### src/design/sac_pkg.sv
package sac_pkg;

    // Fraction bits of a time value; one whole frame is 2**TIME_FRAC_BITS.
    localparam int TIME_FRAC_BITS = 16;
    // Signed time width, wide enough for plus and minus the saturation bound.
    localparam int TW = TIME_FRAC_BITS + 3;
    // Quotient bits produced by the divider, one per pipeline stage.
    localparam int QB = TIME_FRAC_BITS + 1;
    // Signed width of every edge sum and distance.
    localparam int DW = 27;
    // Width of the displacement fields.
    localparam int VW = 23;
    // Width of the partial remainder: distance magnitude shifted by the time fraction.
    localparam int NW = DW + TIME_FRAC_BITS;
    // Width of the hit time field.
    localparam int HW = TIME_FRAC_BITS + 1;

    localparam logic signed [TW-1:0] T_ONE = TW'(64'd1 << TIME_FRAC_BITS);
    localparam logic signed [TW-1:0] T_SAT = T_ONE + TW'(1);

    typedef enum logic [2:0] {
        C_NONE    = 3'd0,
        C_PX      = 3'd1,
        C_NX      = 3'd2,
        C_PY      = 3'd3,
        C_NY      = 3'd4,
        C_OVERLAP = 3'd5
    } t_contact;

    // One classified box pair on its way from the front part to the back part.
    typedef struct packed {
        logic                 swept;
        logic                 overlap;
        logic signed [DW-1:0] dxe;
        logic signed [DW-1:0] dxx;
        logic signed [DW-1:0] dye;
        logic signed [DW-1:0] dyx;
        logic signed [VW-1:0] vx;
        logic signed [VW-1:0] vy;
    } t_job;

endpackage

### src/design/sac_queue.sv
module sac_queue (
    input  logic          i_clk,
    input  logic          i_rst_n,
    input  logic          i_push,
    input  sac_pkg::t_job i_data,
    output logic          o_full,
    input  logic          i_pop,
    output logic          o_valid,
    output sac_pkg::t_job o_data
);

    localparam int DEPTH = 4;
    localparam int AW    = $clog2(DEPTH);

    sac_pkg::t_job r_mem [DEPTH];
    logic [AW-1:0] r_wp;
    logic [AW-1:0] r_rp;
    logic [AW:0]   r_cnt;

    assign o_full  = (r_cnt == (AW+1)'(DEPTH));
    assign o_valid = (r_cnt != '0);
    assign o_data  = r_mem[r_rp];

    always_ff @(posedge i_clk) begin
        if (!i_rst_n) begin
            r_wp  <= '0;
            r_rp  <= '0;
            r_cnt <= '0;
        end else begin
            if (i_push) begin
                r_wp <= r_wp + AW'(1);
            end
            if (i_pop) begin
                r_rp <= r_rp + AW'(1);
            end
            r_cnt <= r_cnt + (AW+1)'(i_push) - (AW+1)'(i_pop);
        end
        if (i_push) begin
            r_mem[r_wp] <= i_data;
        end
    end

    assert property (@(posedge i_clk) disable iff (!i_rst_n) i_push |-> !o_full)
        else $error("push into a full queue");
    assert property (@(posedge i_clk) disable iff (!i_rst_n) i_pop |-> o_valid)
        else $error("pop from an empty queue");
    assert property (@(posedge i_clk) disable iff (!i_rst_n)
        (i_push && !i_pop) |=> (r_cnt == $past(r_cnt) + (AW+1)'(1)))
        else $error("queue count lost a push");

endmodule

### config.mk
export PLATFORM = sky130hd
export DESIGN_NAME = sac_queue
export DESIGN_NICKNAME = d
export VERILOG_FILES = /design/src/design/sac_pkg.sv /design/src/design/sac_queue.sv
export SDC_FILE = /design/constraint.sdc
export NUM_CORES = 1
export LEC_CHECK = 0
export BUFFER_PORTS_ARGS = -buffer_cell sky130_fd_sc_hd__buf_4
export CAP_MARGIN = 20
export CORE_AREA = 4 4 236 331
export CTS_BUF_LIST = sky130_fd_sc_hd__clkbuf_2 sky130_fd_sc_hd__clkbuf_4 sky130_fd_sc_hd__clkbuf_8
export CTS_CLUSTER_DIAMETER = 150
export DETAILED_ROUTE_END_ITERATION = 12
export DIE_AREA = 0 0 240 335
export PLACE_DENSITY = 0.48
export SLEW_MARGIN = 25
export SYNTH_ARGS = -nofsm -noshare
export SYNTH_HDL_FRONTEND = slang
export SYNTH_SLANG_ARGS = --single-unit
### constraint.sdc
create_clock -name i_clk -period 13.9 [get_ports i_clk]
set_clock_uncertainty 0.2 [all_clocks]
set_input_delay 2.085 -clock i_clk [delete_from_list [all_inputs] [get_ports i_clk]]
set_output_delay 2.085 -clock i_clk [all_outputs]
set_load 0.005 [all_outputs]
; ---- Word-level counts from Yosys, hierarchy flattened
; Memory sizes are Yosys's and may differ from the RTL's. A register that Yosys moved wholly into a read port is not among the register bits.
; Cells that the tools add are included.
[word_totals]
regBits = 7
ram_bits = 624
mem_count = 1
[memory_table]
columns = memory, words, width, read_ports, rd_ports_with_merged_regs, wr, line
row1 = r_mem, 4, 156, 1, 1, 1, sac_queue.sv:15  ; sac_pkg::t_job r_mem [DEPTH];
[op_classes]
n_addsub = 4
eq_ne = 1
muxes = 4
n_reduce_logical = 1
[ops]
columns = op, count
row1 = "adder 2 x 1 -> 2 bit, second input constant", 2
row2 = two-way mux 2 bit, 2
row3 = adder 3 x 1 -> 3 bit, 1
row4 = "equality test 3 bit, second input constant", 1
row5 = nonzero test 3 bit, 1
row6 = subtractor 3 x 1 -> 3 bit, 1
row7 = two-way mux 1 bit, 2

; ---- Depth between registers and ports, before layout
; Gate-level depths: netlist (run 1).
[depth]
ltp_word = 3
ltp_mapped = 7

; ---- Least setup slack after synthesis (run 1)
; Ideal clock, no wire load.
[synth_timing]
kind = input -> register
start = input i_push
end = memory r_mem[0][0] in the netlist's numbering, enable pin
setup_ps = 534
t_arrival_ps = 5642
setup_slack_ps = 7524
stages = 1
n_path_buf = 0
path_cell_list = and2_1
[synth_between]
elab_chain_cells = 2
[synth_lines]
columns = item, line
row1 = "start, declared", sac_queue.sv:4  ; input logic i_push,
row2 = two-way mux 1 bit, sac_queue.sv:38  ; if (i_push) begin
row3 = two-way mux 1 bit (implied by the code), sac_queue.sv:39  ; r_mem[r_wp] <= i_data;
row4 = "end, declared", sac_queue.sv:15
; Every way passes these cells.

==> results.yml, run 1 <==
sta:
  slew_headroom_pct: 31.38
  min_period_ns: 5.499
  tns_ns: 0
  fmax_mhz: 181.9
  layout_worst_path_cycle_share_pct: 39.56
  hold_viol_final: 0
  setup_violations: 0
  drv_slew: 0
  rsz0062_at_grt: "false"
  worstMarginPinSlew_ns: 1.029
clock_network:
  cts_resized: 0
  ctsLongestPathBuffers: 3
  cts_buffers: 99
  cts_tree: "built"
  root_buffer: "clkbuf_8"
  post-cts-setup-buffers: 0
  hold_buffers: 0
  clkSlewWorstSetupHoldPaths_ns: 0.06
  clock_latency_ns: 0.67
  ctsHtreeMaxLevel: 3
  cts.sinks: 633
detailed_routing:
  wire_per_inst_um: 22.23
  first_pass_iters: 4
  vias_per_cell: 4.497
  ant_nets: 0
  vias: 10360
  drc_errors: 0
  dr.first_iter.drc_count: 405
  wl_um: 51210
min_path:
  min_path_type: "reg2reg"
die:
  die_h_um: 335
  die_w_um: 240
  rows: 119
  die_area_sq_mm: 0.08040
  core-area_sq_mm: 0.07504
  io_pins: 318
  initial_core_util_pct: 30.80
run:
  maxCapViolCount: 0
yosys:
  synth_top_area_share_pct: 81.07
  syn-cell-area_sq_mm: 0.02311
  synthMuxAreaShare_pct: 15.24
  synth_top_family_by_area: "multiplexers"
  synth_fp_nets: 1025
  synth_area_leaders: "edfxtp_1, mux4_2, buf_12"
  ys_seq_area_share_pct: 81.85
  ys_ff_latch: 633
  synthXorXnorAreaFrac_pct: 0.1786
  ys_types: 22
  synth_area_leader_cell: "edfxtp_1"
  synthAdderAreaFrac_pct: 0.4114
  syn_inst: 858
  ys_warn_count: 0
  synth_simple_gate_area_share_pct: 0.3302
  synth_compound_area_share_pct: 0.06496
  postSynthAreaPerCell_sq_um: 26.94
critical_path:
  critPathCaptureType: "output port"
  cp_max_fo: 65
  worstSetupStartpointType: "flip-flop"
  required_ns: 11.61
  worstSetupPathType: "reg2out"
  critical_path_arrival_ns: 3.21
global_route:
  grt_max_degree: 97
  antenna_found_initial: 3
  grt_pass1_vias: 11540
  gr-total-overflow: 0
  grt_first_pass_wirelength_um: 75190
  grtUsageTotal_pct: 12.60
power_and_ir_drop:
  p_per_area_mw_per_mm2: 147.6
  ir_drop_uv: 76.02
  p_leak_nw: 9.465
layout:
  layout-drive-gt1-share_pct: 49.06
  final_core_util_pct: 37.92
  area.sequential_sq_mm: 0.01893
  area_delta_synth_final_pct: 23.12
  final_area_sq_mm: 0.02846
  multi_input_area_sq_mm: 0.003761
  nets: 1423
  fillCellCount: 6851
placement:
  dpl.hpwl_um: 30350
  gp_congestion: 0.6813
  portBuffers: 317
  place_area_sq_mm: 0.02641
status:
  status: "finished clean"
==> logic make-up after synthesis <==
group	after synthesis
simple gates	14
buf+inv	42
mux	157
compound gates	2
flops	633
fa+ha+maj	7
xor+xnor	3
==> power breakdown <==
| group | switching, W | internal [W] |
|---|---|---|
| Sequential | 0.0000291 | 0.00220 |
| Clock | 0.000711 | 0.000846 |
| Combinational | 0.000194 | 0.000224 |
| Total | 0.000934 | 0.00327 |
==> final cells by class <==
type	count	share of cell area (%)
Multi-Input combinational cell	183	13.22
Timing Repair Buffer	332	8.961
Antenna cell	4	0.03518
Inverter	7	0.09234
Sequential cell	633	66.51
Clock inverter	40	1.121
Tap cell	968	4.256
Clock buffer	136	5.808
==> Yosys cell counts <==
master and count:
ha_1 6, mux4_2 156, dfxtp_1 9, mux2i_1 1, nand3b_1 1, fa_1 1
buf_8 1, a21oi_1 1, edfxtp_1 624, buf_2 15, clkbuf_1 2, buf_4 1
buf_6 1, buf_12 15, inv_1 7, xor3_1 1, and2_1 6, and3_1 1
nor2_1 5, or3_1 1, a21bo_2 1, xnor2_1 2
==> metal layers <==
| metal | GRT usage, % | part of all wire [%] | up-vias |
|---|---|---|---|
| li1 | - | - | 4528 |
| met1 | 14.71 | 38 | 5428 |
| met2 | 21.61 | 52 | 304 |
| met3 | 4.130 | 6.9 | 97 |
| met4 | 4.791 | 2.9 | 0 |
| met5 | 0 | 0 | - |
==> per-stage QoR <==
step	power [W]	hold WS, ns	setup WS (ns)	std cells
2_1_floorplan	0.002481	0.2993	7.524	858
3_3_place_gp	0.002691	0.2991	9.056	2120
3_5_place_dp	0.002699	0.3154	9.061	2120
4_1_cts	0.004287	0.3451	8.267	2296
5_1_grt	0.004400	0.3751	8.076	2302
6_report	0.004200	0.3410	8.401	2303
==> registers in the layout, indices dropped and copies added, names as in the netlist, named ones only <==
register  cells
r_mem       624
r_rp          2
r_cnt         3
r_wp          2
==> critical path, stage by stage, from the launching register on <==
cell     delay, ns
dfxtp_4       0.76
buf_12        0.35
buf_16        0.43
mux4_2        0.63
buf_4         0.17
==> layout by cell type (no fill, tap or decap), types with 5 or more instances in the layout <==
cell,synthesis,final
inv_1,7,7
nor2_1,5,5
edfxtp_1,624,624
buf_4,1,328
mux4_2,156,156
clkbuf_4,0,35
clkinv_1,0,18
clkinv_2,0,10
ha_1,6,6
dfxtp_1,9,7
clkbuf_8,0,101
==> final timing paths <==
| check | cells past startpoint | endpoint | slack [ns] | startpoint |
|---|---|---|---|---|
| setup reg to reg | 3 | r_mem[1][146] | 11.09 | r_wp[0] |
| hold reg to reg | 2 | r_rp[1] | 0.34 | r_rp[0] |
| hold / removal | 2 | r_rp[1] | 0.34 | r_rp[0] |
| setup / recovery | 4 | o_data[3] | 8.40 | flip-flop |
No activity file was read; power rests on OpenSTA's default activity.
==> run 2: changes to the inputs <==
Settings changed: PLACE_DENSITY 0.48 to 0.5.
Clock period 13.9 ns to 4.5 ns, I/O delays scaled along.
==> run 2 against run 1 <==
  * First-iteration DRC count increased by 22%
  * Cell count is 6.9% higher
  * Core utilization is 2.2 points higher
  * Clock power grew to 3.0 times the previous value
  * Non-clock buffer count up 160
  * Wire length up 3.8%
  * Total power rose to 3.1 times the previous value
  * Largest cell class unchanged
==> results.yml, run 2 (synthesized netlist as in run 1, its figures left out) <==
status:
  status: "finished clean"
detailed_routing:
  wire_per_inst_um: 21.59
  first_pass_iters: 6
  dr.first_iter.drc_count: 495
  wl_um: 53160
  vias_per_cell: 4.517
  vias: 11120
  drc_errors: 0
  ant_nets: 0
placement:
  dpl.hpwl_um: 30650
  place_area_sq_mm: 0.02661
  gp_congestion: 0.6773
  portBuffers: 317
critical_path:
  path_depth: 3
  worstPathCellList: "buf_4, mux4_2, buf_4"
  required_ns: 3.62
  cp_max_fo: 32
  crit_path_top_delay_cell: "dfxtp_4"
  r2r_cells: 4
  critical_path_arrival_ns: 2.69
  cp.buffers_inverters: 2
  crit_path_frequent_cell: "buf_4"
  critPathTopFamily: "flip-flops"
  cp_slowest_stage_delay_ns: 0.87
  critPathCaptureType: "output port"
  worstSetupStartpointType: "flip-flop"
  worstSetupPathType: "reg2out"
power_and_ir_drop:
  power.switching_w: 0.002910
  pwr-share-comb_pct: 11.0
  total_power_w: 0.01305
  p_leak_nw: 10.14
  p_per_area_mw_per_mm2: 433.1
  ir_drop_uv: 307.0
  switching_share_pct: 22.30
  clockPowerShare_pct: 36.3
  p_int_w: 0.01014
  power_frac_seq_pct: 52.7
sta:
  min_period_ns: 3.566
  hold_viol_final: 0
  setup_violations: 0
  rsz0062_at_grt: "false"
  fmax_mhz: 280.4
  layout_worst_path_cycle_share_pct: 79.24
  drv_slew: 0
  worstMarginPinSlew_ns: 0.8323
  holdWs_ns: 0.1184
  tns_ns: 0
  slew_headroom_pct: 44.51
clock_network:
  clkSlewWorstSetupHoldPaths_ns: 0.06
  cts_resized: 0
  clock_latency_ns: 0.66
  ctsLongestPathBuffers: 3
  cts.sinks: 633
  root_buffer: "clkbuf_8"
  ctsHtreeMaxLevel: 3
  cts_tree: "built"
  post-cts-setup-buffers: 0
  cts_buffers: 101
  hold_buffers: 157
global_route:
  grt_max_degree: 63
  grt_first_pass_wirelength_um: 79160
  grt_pass1_vias: 12740
  gr-total-overflow: 0
  grtUsageTotal_pct: 13.09
  antenna_found_initial: 8
die:
  core-area_sq_mm: 0.07504
  die_area_sq_mm: 0.08040
  rows: 119
  die_w_um: 240
  die_h_um: 335
  io_pins: 318
  initial_core_util_pct: 30.80
layout:
  regMostFlops: "r_mem"
  fillCellCount: 6747
  mostFrequentLayoutCells: "edfxtp_1, buf_4, dlygate4sd3_1"
  area_delta_synth_final_pct: 30.36
  final_area_sq_mm: 0.03013
  layout-drive-gt1-share_pct: 43.49
  nets: 1585
  final_common_cell: "edfxtp_1"
  top_regs: "r_mem (624), r_cnt (3)"
  largest_register_ffs: 624
  final_core_util_pct: 40.15
min_path:
  hold_depth: 3
  min_path_type: "in2reg"
run:
  maxCapViolCount: 0
## run 2: worst min-delay path, cell delays in order
cell	delay, ns
buf_4	0.11
xnor2_1	0.08
nor2_1	0.07
## run 2: path summary, 6_finish.rpt
| check | start | end | slack (ns) |
|---|---|---|---|
| max reg2reg | r_wp[0] | r_mem[0][4] | 2.25 |
| min | i_pop | r_rp[0] | 0.12 |
| min reg2reg | r_rp[1] | flip-flop | 0.33 |
| max | flip-flop | o_data[145] | 0.93 |
## run 2: per-stage QoR
| step | setup WS (ns) | cells |
|---|---|---|
| after floorplan | 1.268 | 858 |
| after global placement | 1.513 | 2126 |
| after detailed placement | 1.485 | 2126 |
| after CTS | 0.6968 | 2458 |
| after global routing | 0.6436 | 2461 |
| final | 0.9342 | 2462 |
## run 2: power groups by stage
| stage | logic [W] | registers (W) | clock network (W) |
|---|---|---|---|
| 2_1_floorplan | 0.000680 | 0.00696 | 0 |
| 3_3_place_gp | 0.00135 | 0.00699 | 0 |
| 4_1_cts | 0.00149 | 0.00688 | 0.00496 |
| 5_1_grt | 0.00156 | 0.00689 | 0.00524 |
| 6_report | 0.00144 | 0.00687 | 0.00474 |
| 3_5_place_dp | 0.00136 | 0.00700 | 0 |
## run 2: cell type report
class | instances | area, sq um | share of cell area [%]
multi-input cells | 183 | 3761 | 12.48
diodes | 4 | 10.01 | 0.03322
well taps | 968 | 1211 | 4.020
clock buffers | 134 | 1663 | 5.519
repair buffers | 492 | 4262 | 14.14
inverters | 7 | 26.28 | 0.08721
flip-flops and latches | 633 | 18930 | 62.81
clock inverters | 41 | 271.5 | 0.9011
## run 2: metal layers
metal  share of wire [%]  wire, um  track usage, %
met5                0.10        55               0
met4                 2.2      1186           4.472
met3                 6.7      3539           4.080
met2                  52     27580           22.77
met1                  39     20790           15.35
